[src/rtl/core/moving_average_level_classifier_macros.svh]
// Assertion macros shared by the moving average level classifier RTL.
// Depends on clk and rst_n being visible in the module that uses them.
`ifndef MOVING_AVERAGE_LEVEL_CLASSIFIER_MACROS_SVH
`define MOVING_AVERAGE_LEVEL_CLASSIFIER_MACROS_SVH

// The consequent must hold in the same cycle as the antecedent.
`define MALC_ASSERT_SAME(label, ante, cons, msg) \
    label: assert property (@(posedge clk) disable iff (!rst_n) (ante) |-> (cons)) \
        else $error(msg);

// The consequent must hold in the cycle after the antecedent.
`define MALC_ASSERT_NEXT(label, ante, cons, msg) \
    label: assert property (@(posedge clk) disable iff (!rst_n) (ante) |=> (cons)) \
        else $error(msg);

`endif

[src/rtl/core/maclc_pkg.sv]
// Package for the moving average level classifier.
// Holds widths, reset values, register indexes, the level type and the threshold bundle.
`default_nettype none

package maclc_pkg;

    localparam int SAMPLE_W = 12;
    localparam int SAMPLE_MAX = 4095;
    localparam int LEVEL_W = 2;
    localparam int CFG_INDEX_W = 2;
    localparam int DEFAULT_WINDOW_LENGTH = 10;

    localparam logic [SAMPLE_W-1:0] RESET_LOW_THRESHOLD = 12'd900;
    localparam logic [SAMPLE_W-1:0] RESET_HIGH_THRESHOLD = 12'd1500;
    localparam logic [SAMPLE_W-1:0] RESET_HYSTERESIS_MARGIN = 12'd50;

    typedef enum logic [CFG_INDEX_W-1:0] {
        CFG_LOW_THRESHOLD = 2'd0,
        CFG_HIGH_THRESHOLD = 2'd1,
        CFG_HYSTERESIS_MARGIN = 2'd2
    } cfg_index_t;

    typedef enum logic [LEVEL_W-1:0] {
        LEVEL_LOW = 2'd0,
        LEVEL_MEDIUM = 2'd1,
        LEVEL_HIGH = 2'd2
    } level_t;

    typedef struct packed {
        logic [SAMPLE_W-1:0] low_threshold;
        logic [SAMPLE_W-1:0] high_threshold;
        logic [SAMPLE_W-1:0] hysteresis_margin;
    } thresholds_t;

endpackage

`default_nettype wire

[src/rtl/core/maclc_window.sv]
// Sample window stage: a shift line of the most recent samples and the running sum.
// Depends on maclc_pkg.
`default_nettype none

module maclc_window #(
    parameter int WINDOW_LENGTH = maclc_pkg::DEFAULT_WINDOW_LENGTH,
    localparam int SUM_W = $clog2(WINDOW_LENGTH * maclc_pkg::SAMPLE_MAX + 1)
) (
    input  wire logic                          clk,
    input  wire logic                          rst_n,
    input  wire logic                          in_valid,
    output logic                               in_ready,
    input  wire logic [maclc_pkg::SAMPLE_W-1:0] sample,
    output logic                               out_valid,
    input  wire logic                          out_ready,
    output logic [SUM_W-1:0]                   sum
);

    logic [maclc_pkg::SAMPLE_W-1:0] taps_reg [WINDOW_LENGTH];
    logic [SUM_W-1:0]               sum_reg;
    logic [SUM_W-1:0]               sum_next;
    logic                           valid_reg;
    logic                           valid_next;
    logic                           load;

    assign in_ready = !valid_reg || out_ready;
    assign load = in_valid && in_ready;

    // The oldest sample leaves the sum as the new one enters it.
    assign sum_next = sum_reg - SUM_W'(taps_reg[WINDOW_LENGTH-1]) + SUM_W'(sample);
    assign valid_next = load || (valid_reg && !out_ready);

    always_ff @(posedge clk or negedge rst_n)
    begin
        if (!rst_n)
        begin
            for (int i = 0; i < WINDOW_LENGTH; i++)
            begin
                taps_reg[i] <= '0;
            end
            sum_reg <= '0;
            valid_reg <= 1'b0;
        end
        else
        begin
            valid_reg <= valid_next;
            if (load)
            begin
                taps_reg[0] <= sample;
                for (int i = 1; i < WINDOW_LENGTH; i++)
                begin
                    taps_reg[i] <= taps_reg[i-1];
                end
                sum_reg <= sum_next;
            end
        end
    end

    assign out_valid = valid_reg;
    assign sum = sum_reg;

endmodule

`default_nettype wire

[src/rtl/core/maclc_divide.sv]
// Average stage: divides the running sum by the window length with a reciprocal multiply.
// Depends on maclc_pkg.
`default_nettype none

module maclc_divide #(
    parameter int WINDOW_LENGTH = maclc_pkg::DEFAULT_WINDOW_LENGTH,
    localparam int SUM_W = $clog2(WINDOW_LENGTH * maclc_pkg::SAMPLE_MAX + 1)
) (
    input  wire logic                           clk,
    input  wire logic                           rst_n,
    input  wire logic                           in_valid,
    output logic                                in_ready,
    input  wire logic [SUM_W-1:0]               sum,
    output logic                                out_valid,
    input  wire logic                           out_ready,
    output logic [maclc_pkg::SAMPLE_W-1:0]      average
);

    // With SHIFT = SUM_W + ceil(log2(length)) the rounded-up reciprocal gives the exact
    // truncated quotient for every sum that fits in SUM_W bits.
    localparam int SHIFT = SUM_W + $clog2(WINDOW_LENGTH);
    localparam int RECIP_W = SUM_W + 1;
    localparam int PROD_W = SUM_W + RECIP_W;
    localparam longint RECIP = ((longint'(1) << SHIFT) + WINDOW_LENGTH - 1) / WINDOW_LENGTH;

    logic [PROD_W-1:0]                 product;
    logic [PROD_W-1:0]                 quotient;
    logic [maclc_pkg::SAMPLE_W-1:0]    average_reg;
    logic                              valid_reg;
    logic                              load;

    assign in_ready = !valid_reg || out_ready;
    assign load = in_valid && in_ready;

    assign product = {{RECIP_W{1'b0}}, sum} * PROD_W'(RECIP);
    assign quotient = product >> SHIFT;

    always_ff @(posedge clk or negedge rst_n)
    begin
        if (!rst_n)
        begin
            valid_reg <= 1'b0;
        end
        else
        begin
            valid_reg <= load || (valid_reg && !out_ready);
        end
    end

    always_ff @(posedge clk)
    begin
        if (load)
        begin
            average_reg <= quotient[maclc_pkg::SAMPLE_W-1:0];
        end
    end

    assign out_valid = valid_reg;
    assign average = average_reg;

endmodule

`default_nettype wire

[src/rtl/core/maclc_classify.sv]
// Hysteresis classifier stage and result register.
// Depends on maclc_pkg for the level type and the threshold bundle.
`default_nettype none

module maclc_classify (
    input  wire logic                           clk,
    input  wire logic                           rst_n,
    input  wire maclc_pkg::thresholds_t         thresholds,
    input  wire logic                           in_valid,
    output logic                                in_ready,
    input  wire logic [maclc_pkg::SAMPLE_W-1:0] average_in,
    output logic                                out_valid,
    input  wire logic                           out_ready,
    output logic [maclc_pkg::SAMPLE_W-1:0]      average,
    output logic [maclc_pkg::LEVEL_W-1:0]       level,
    output logic                                level_changed
);

    maclc_pkg::level_t                 level_reg;
    maclc_pkg::level_t                 level_next;
    logic                              changed_reg;
    logic                              changed_next;
    logic [maclc_pkg::SAMPLE_W-1:0]    average_reg;
    logic                              valid_reg;
    logic                              load;
    logic [maclc_pkg::SAMPLE_W:0]      low_up_bound;
    logic [maclc_pkg::SAMPLE_W:0]      high_up_bound;
    logic                              below_low;
    logic                              below_high;

    assign in_ready = !valid_reg || out_ready;
    assign load = in_valid && in_ready;

    // Upward bounds are formed one bit wider so that they never wrap.
    assign low_up_bound = {1'b0, thresholds.low_threshold} + {1'b0, thresholds.hysteresis_margin};
    assign high_up_bound = {1'b0, thresholds.high_threshold} + {1'b0, thresholds.hysteresis_margin};
    assign below_low = average_in < thresholds.low_threshold;
    assign below_high = average_in < thresholds.high_threshold;

    always_comb
    begin
        level_next = maclc_pkg::LEVEL_LOW;
        unique case (level_reg)
            maclc_pkg::LEVEL_MEDIUM:
            begin
                if (below_low)
                begin
                    level_next = maclc_pkg::LEVEL_LOW;
                end
                else if ({1'b0, average_in} >= high_up_bound)
                begin
                    level_next = maclc_pkg::LEVEL_HIGH;
                end
                else
                begin
                    level_next = maclc_pkg::LEVEL_MEDIUM;
                end
            end
            maclc_pkg::LEVEL_HIGH:
            begin
                if (below_low)
                begin
                    level_next = maclc_pkg::LEVEL_LOW;
                end
                else if (below_high)
                begin
                    level_next = maclc_pkg::LEVEL_MEDIUM;
                end
                else
                begin
                    level_next = maclc_pkg::LEVEL_HIGH;
                end
            end
            default:
            begin
                if (!below_high)
                begin
                    level_next = maclc_pkg::LEVEL_HIGH;
                end
                else if ({1'b0, average_in} >= low_up_bound)
                begin
                    level_next = maclc_pkg::LEVEL_MEDIUM;
                end
                else
                begin
                    level_next = maclc_pkg::LEVEL_LOW;
                end
            end
        endcase
    end

    always_comb
    begin
        changed_next = level_next != level_reg;
    end

    always_ff @(posedge clk or negedge rst_n)
    begin
        if (!rst_n)
        begin
            level_reg <= maclc_pkg::LEVEL_LOW;
            changed_reg <= 1'b0;
            valid_reg <= 1'b0;
        end
        else
        begin
            valid_reg <= load || (valid_reg && !out_ready);
            if (load)
            begin
                level_reg <= level_next;
                changed_reg <= changed_next;
            end
        end
    end

    always_ff @(posedge clk)
    begin
        if (load)
        begin
            average_reg <= average_in;
        end
    end

    assign out_valid = valid_reg;
    assign average = average_reg;
    assign level = level_reg;
    assign level_changed = changed_reg;

endmodule

`default_nettype wire

[src/rtl/core/moving_average_level_classifier.sv]
// Depends on maclc_pkg and the macros. A request accepted into the window register passes
// through the average register and then the result register, where its result can be taken.
// Throughput: one request per cycle while result_ready is high; each of the three stages
// (window and running sum, reciprocal multiply, classifier) holds one request and advances
// whenever the next has room. Reset clears the sample window, the running sum and the level
// to low, empties the pipeline, and loads the thresholds with 900, 1500 and margin 50.
`default_nettype none

`include "moving_average_level_classifier_macros.svh"

module moving_average_level_classifier #(
    parameter int WINDOW_LENGTH = maclc_pkg::DEFAULT_WINDOW_LENGTH
) (
    input  wire logic                              clk,
    input  wire logic                              rst_n,
    input  wire logic                              cfg_write_enable,
    input  wire logic [maclc_pkg::CFG_INDEX_W-1:0] cfg_index,
    input  wire logic [maclc_pkg::SAMPLE_W-1:0]    cfg_data,
    input  wire logic                              sample_valid,
    output logic                                   sample_ready,
    input  wire logic [maclc_pkg::SAMPLE_W-1:0]    sample,
    output logic                                   result_valid,
    input  wire logic                              result_ready,
    output logic [maclc_pkg::SAMPLE_W-1:0]         average,
    output logic [maclc_pkg::LEVEL_W-1:0]          level,
    output logic                                   level_changed
);

    localparam int SUM_W = $clog2(WINDOW_LENGTH * maclc_pkg::SAMPLE_MAX + 1);

    maclc_pkg::thresholds_t            thresholds_reg;
    logic                              sum_valid;
    logic                              sum_ready;
    logic [SUM_W-1:0]                  sum;
    logic                              avg_valid;
    logic                              avg_ready;
    logic [maclc_pkg::SAMPLE_W-1:0]    avg;

    always_ff @(posedge clk or negedge rst_n)
    begin
        if (!rst_n)
        begin
            thresholds_reg.low_threshold <= maclc_pkg::RESET_LOW_THRESHOLD;
            thresholds_reg.high_threshold <= maclc_pkg::RESET_HIGH_THRESHOLD;
            thresholds_reg.hysteresis_margin <= maclc_pkg::RESET_HYSTERESIS_MARGIN;
        end
        else if (cfg_write_enable)
        begin
            unique case (cfg_index)
                maclc_pkg::CFG_LOW_THRESHOLD:
                begin
                    thresholds_reg.low_threshold <= cfg_data;
                end
                maclc_pkg::CFG_HIGH_THRESHOLD:
                begin
                    thresholds_reg.high_threshold <= cfg_data;
                end
                maclc_pkg::CFG_HYSTERESIS_MARGIN:
                begin
                    thresholds_reg.hysteresis_margin <= cfg_data;
                end
                default:
                begin
                end
            endcase
        end
    end

    maclc_window #(
        .WINDOW_LENGTH(WINDOW_LENGTH)
    ) u_window (
        .clk(clk),
        .rst_n(rst_n),
        .in_valid(sample_valid),
        .in_ready(sample_ready),
        .sample(sample),
        .out_valid(sum_valid),
        .out_ready(sum_ready),
        .sum(sum)
    );

    maclc_divide #(
        .WINDOW_LENGTH(WINDOW_LENGTH)
    ) u_divide (
        .clk(clk),
        .rst_n(rst_n),
        .in_valid(sum_valid),
        .in_ready(sum_ready),
        .sum(sum),
        .out_valid(avg_valid),
        .out_ready(avg_ready),
        .average(avg)
    );

    maclc_classify u_classify (
        .clk(clk),
        .rst_n(rst_n),
        .thresholds(thresholds_reg),
        .in_valid(avg_valid),
        .in_ready(avg_ready),
        .average_in(avg),
        .out_valid(result_valid),
        .out_ready(result_ready),
        .average(average),
        .level(level),
        .level_changed(level_changed)
    );

    `MALC_ASSERT_NEXT(a_request_enters_window, sample_valid && sample_ready, sum_valid,
        "accepted request did not reach the window stage")
    `MALC_ASSERT_SAME(a_sum_in_range, sum_valid,
        sum <= SUM_W'(WINDOW_LENGTH * maclc_pkg::SAMPLE_MAX),
        "running sum exceeds the largest possible window total")
    `MALC_ASSERT_NEXT(a_no_result_from_nothing, result_valid && result_ready && !avg_valid,
        !result_valid, "result appeared without an average to classify")

endmodule

`default_nettype wire
[config.mk]
export PLATFORM = sky130hd
export DESIGN_NAME = moving_average_level_classifier
export DESIGN_NICKNAME = d
export VERILOG_FILES = /design/src/rtl/core/maclc_pkg.sv /design/src/rtl/core/maclc_window.sv /design/src/rtl/core/maclc_divide.sv /design/src/rtl/core/maclc_classify.sv /design/src/rtl/core/moving_average_level_classifier.sv
export VERILOG_INCLUDE_DIRS = /design/src /design/src/rtl/core
export SDC_FILE = /design/constraint.sdc
export NUM_CORES = 1
export LEC_CHECK = 0
export ABC_AREA = 1
export BUFFER_PORTS_ARGS = -buffer_cell sky130_fd_sc_hd__buf_4
export CAP_MARGIN = 0
export CORE_MARGIN = 8
export CORE_UTILIZATION = 35
export CTS_BUF_LIST = sky130_fd_sc_hd__clkbuf_8
export DETAILED_ROUTE_END_ITERATION = 10
export HOLD_SLACK_MARGIN = 0.12
export SYNTH_ARGS = -nofsm -noshare
export SYNTH_HDL_FRONTEND = slang
export SYNTH_SLANG_ARGS = --single-unit
[constraint.sdc]
create_clock -name clk -period 8.2 [get_ports clk]
set_clock_uncertainty 0.15 [all_clocks]
set_input_delay 1.64 -clock clk [delete_from_list [all_inputs] [get_ports clk]]
set_output_delay 1.64 -clock clk [all_outputs]
set_load 0.03 [all_outputs]
* Yosys cells after proc, flatten, opt, wreduce, memory -nomap -nowiden *
Index checks and enable logic that the tools add are counted.

storage, ports and cells
  register bits after elaboration = 202
  bits in latches = 0
  bits in writable memories = 0
  bits in read-only memories = 0
  output and inout port bits = 17
  word-level logic and storage cells = 64
  memories kept = 0

operators by class
  add/sub/neg operators = 4
  multiply operators = 1
  div/mod/pow operators = 0
  order comparisons = 4
  equal/unequal tests = 5
  shift operators = 0
  muxes and demuxes = 7
  bitwise gates (word level) = 0
  reduce and logical (&&, ||, !) cells = 22

operators by type and width
  operator                                                                count
  16-bit by 16-bit multiplier with 31-bit output (second input constant)  1
  12-bit by 12-bit adder with 13-bit output                               2
  12-bit by 13-bit >= comparator with 1-bit output                        2
  12-bit < comparator                                                     2
  16-bit by 12-bit adder with 16-bit output                               1
  16-bit by 12-bit subtractor with 16-bit output                          1
  2-bit two-way mux                                                       5
  1-bit logical AND                                                       6
  1-bit logical NOT                                                       6
  1-bit logical OR                                                        6
  2-bit AND reduction                                                     3
  2-bit by 1-bit == test with 1-bit output (second input constant)        2
  2-bit == test (second input constant)                                   2
  2-bit one-hot mux with 2 select lines                                   1
  2-bit logical NOT                                                       1
  2-bit != test                                                           1
  1-bit two-way mux                                                       1

* Logic depth before layout (Yosys ltp) *
  depth in word-level cells = 6
  mapped depth = 26
  mapped depth without buffers = 26

* Cells and area by module *
From an unflattened synthesis, not the netlist that was laid out.

unflattened totals
  cell total of the unflattened synthesis = 1986
  area, all modules = 16250.6 um^2

by module, submodules not included
  module                           instances  cells each  area each (um^2)
  maclc_window                     1          751         6407.4
  maclc_divide                     1          692         5504.0
  maclc_classify                   1          381         2842.7
  moving_average_level_classifier  1          162         1496.4

* Worst setup path after synthesis *
Ideal clock, no wire load.

  path kind = flip-flop to flip-flop
  start = register u_window.sum_reg[7], in the netlist u_window.sum[7]
  end = register u_divide.average_reg, in the netlist u_divide.average[8], data pin
  setup time = 258 ps
  arrival time = 4779 ps
  data required time = 7792 ps
  path slack = 3013 ps
  cell stages (with the launch flop) = 23
  buffers on the path = 0
  clock period less this slack = 5187 ps
  cells stage by stage = dfrtp_1 > ha_1 > inv_1 > fa_1 > inv_1 > fa_1 > fa_1 > fa_1 > inv_1 > fa_1 > inv_1 > ha_1 > nand2_1 > inv_1 > nand3_1 > inv_1 > a21oi_1 > nand3_2 > nand2_1 > o211ai_2 > nand2_1 > nand2_1 > xor2_1

between the ends
  cells in the longest elaborated chain, start to end = 1

RTL lines
  element                                         RTL line            source
  start, declared                                 maclc_window.sv:20  logic [SUM_W-1:0] sum_reg;
  start signal, assigned                          maclc_window.sv:54  sum_reg <= sum_next;
  16-bit by 16-bit multiplier with 31-bit output  maclc_divide.sv:35  assign product = {{RECIP_W{1'b0}}, sum} * PROD_W'(RECIP);
  via u_divide.product[28]                        maclc_divide.sv:26  logic [PROD_W-1:0] product;
  end signal, assigned                            maclc_divide.sv:54  average_reg <= quotient[maclc_pkg::SAMPLE_W-1:0];
  end, declared                                   maclc_divide.sv:28  logic [maclc_pkg::SAMPLE_W-1:0] average_reg;

The timed path passes the listed nets, and every way through them passes these cells.
A chain may end at the register's enable or synchronous reset.

* Worst setup path after layout *
  start = register u_window.sum_reg[4], in the netlist u_window.sum[4]
  end = register u_divide.average_reg, in the netlist u_divide.average[11], data pin

Same word-level chain as after synthesis.

==> flow_summary.yaml <==
yosys:
  syn_inst: 1769
  synth_flop_cell: "dfrtp_1"
  syn_nets: 2106
  yosys_warnings: 0
  netlist.area_leader.share_pct: 26.9
  syn_avg_cell_area_sq_um: 8.62
  synth_largest_area_cell: "dfrtp_1"
  synth-seq-cells: 202
  synthDistinctLibCells: 44
  synth.top_cells.by_area: "dfrtp_1, ha_1, nand2_1"
  ys_async_sr_fraction_pct: 88.1
  yosysSeqAreaShare_pct: 34.0
  synth_edf_count: 24
  syn_area_sq_mm: 0.0153
critical_path:
  cp.depth: 20
  cp.arrival_ns: 5.78
  worstPathCellList: "ha_1 > xor2_1 > ha_1 > fa_1 > inv_1 > fa_1 > inv_1 > fa_1 > inv_1 > fa_1 > inv_1 > ha_1 > nand2_1 > inv_1 > nand3_1 > nor3_1 > nand3_1 > nand3_1 > a21oi_1 > xor2_1"
  critical_path_buf_inv_count: 5
  crit_fanout: 8
  crit_top_cell: "inv_1"
  crit_path_end_kind: "register"
  critPathLaunchType: "register"
  slowest_delay_ns: 0.56
  crit_required_ns: 8.34
  cpLargestDelayFamily: "adder cells"
  critPathKind: "register to register"
  crit_path_top_delay_cell: "fa_1"
  reg2regPathDepth: 20
global_routing:
  use_met3_pct: 2.71
  grt_pass1_vias: 11600
  antenna_found_initial: 0
  grt_overflow: 0
  globalRouteMet2Util_pct: 23.6
  grt_usage_pct: 14.1
  grt_pass1_wl_mm: 58.3
  grt-busiest-layer: "met2"
  grt_max_degree: 107
  use_met1_pct: 18.3
routing:
  dr.pass1.iters: 5
  drt_iter0_markers: 578
  routed_wirelength_mm: 34.5
  avgViaCountPerCell: 4.61
  wire_per_inst_um: 14.1
  drc: 0
  detail-route-antenna-nets: 0
  num_vias: 11200
floorplan:
  die_w_um: 225
  fp-row-count: 76
  die-area_sq_mm: 0.0505
  pin_count: 48
  coreArea_sq_mm: 0.0431
  start_util_pct: 35.4
  dieHeight_um: 225
cells_and_area:
  multi_input_area_sq_mm: 0.00870
  num-fill-cells: 4398
  final_common_cell: "nand2_1"
  final_cell_mix: "nand2_1, inv_1, ha_1"
  diodes: 0
  area_growth_pct: 11.4
  final-seq-area_sq_mm: 0.00519
  largest_reg_flops: 120
  fin_nets: 2161
  layout-drive-gt1-share_pct: 8.15
worst_hold_path:
  hold_depth: 0
  holdCritPathClass: "register to register"
sta:
  slew_headroom_pct: 34.3
  fin_tns_setup_ns: 0
  period_needed_ns: 5.64
  achievable-frequency_mhz: 177
  finalMaxSlewViolations: 0
  fin_crit_sh_pct: 68.8
  worst_pin_slew_ns: 0.986
  hold_viol: 0
  rsz0062_at_grt: "false"
  setup_viol: 0
placed_design:
  gp_congestion: 0.888
  numPortBuffers: 47
  dp_hpwl_mm: 27.0
cts:
  hold_buffers: 0
  cts-root-buf: "clkbuf_8"
  cts_made_buffers: 38
  numClockSinks: 202
  clk_pin_slew_ns: 0.06
  cts_setup_buffers: 0
  postCtsResizedCells: 0
  clk-insertion-delay-late_ns: 0.57
  clockBufferDepth: 3
  htreeDepth: 2
  cts_tree: "yes"
run:
  maxCapViolations: 0
outcome:
  status: "completed"
[layer usage]
metal | wire, um | up-vias
met5 | 0 | -
met4 | 692 | 0
met3 | 1490 | 52
met2 | 16200 | 177
met1 | 16100 | 5326
li1 | - | 5692
[final timing paths]
check | endpoint | from | slack (ns)
min in group asynchronous | u_window.taps_reg[80]$_DFFE_PN0P_ | rst_n | 1.01
min reg2reg | u_classify.average[0]$_DFFE_PP_ | u_divide.average[0]$_DFFE_PP_ | 0.31
max reg2reg | u_divide.average[11]$_DFFE_PP_ | u_window.sum[4]$_DFFE_PN0P_ | 2.56
min | u_classify.average[0]$_DFFE_PP_ | u_divide.average[0]$_DFFE_PP_ | 0.31
max | u_divide.average[11]$_DFFE_PP_ | u_window.sum[4]$_DFFE_PN0P_ | 2.56
max in group asynchronous | thresholds_reg[25]$_DFFE_PN0P_ | rst_n | 5.34
[layout make-up]
| cell class | instances | share of cell area, % |
|---|---|---|
| Timing Repair Buffer | 50 | 2.25 |
| Sequential cell | 202 | 30.6 |
| Tap cell | 585 | 4.31 |
| Clock inverter | 23 | 0.803 |
| Multi-Input combinational cell | 1210 | 51.2 |
| Inverter | 322 | 7.12 |
| Clock buffer | 46 | 3.73 |
[metrics by stage]
step / setup slack, ns / cells / hold WS, ns / utilization [%] / cell area, sq um
floorplan: 3.01 / 1769 / 0.276 / - / 15300
global placement: 2.69 / 2369 / 0.299 / 37.6 / 16200
detailed placement: 2.58 / 2369 / 0.302 / 37.6 / 16200
CTS: 2.54 / 2438 / 0.315 / 39.4 / 17000
global route: 2.24 / 2438 / 0.327 / 39.4 / 17000
finish: 2.56 / 2438 / 0.309 / 39.4 / 17000
[logic make-up (layout without fill, tap and decap cells)]
| group | Yosys count | in the layout | synth area share (%) |
|---|---|---|---|
| AND/OR/NAND/NOR | 635 | 635 | 16.5 |
| buffers and inverters | 357 | 441 | 8.95 |
| adder cells (fa/ha/maj) | 306 | 306 | 29.7 |
| AO/OA/AOI/OAI | 223 | 223 | 8.14 |
| flip-flops | 202 | 202 | 34.0 |
| XOR/XNOR | 46 | 46 | 2.64 |
[synthesized netlist by cell type (5+ instances only)]
| cell type | n |
|---|---|
| nand2_1 | 516 |
| inv_1 | 320 |
| ha_1 | 213 |
| dfrtp_1 | 164 |
| o21ai_0 | 104 |
| fa_1 | 93 |
| a21oi_1 | 74 |
| nor2_1 | 48 |
| nand3_1 | 36 |
| xor2_1 | 32 |
| edfxtp_1 | 24 |
| buf_2 | 20 |
| clkbuf_1 | 15 |
| dfstp_2 | 14 |
| xnor2_1 | 14 |
| nor3_1 | 10 |
| a21o_1 | 7 |
| a21oi_2 | 5 |
| a31oi_1 | 5 |
| nand2_2 | 5 |
| nand4_1 | 5 |
Power is left out: the tool's default activity adds up to more than one toggle a clock period on the data nets, which glitch-free logic cannot reach.
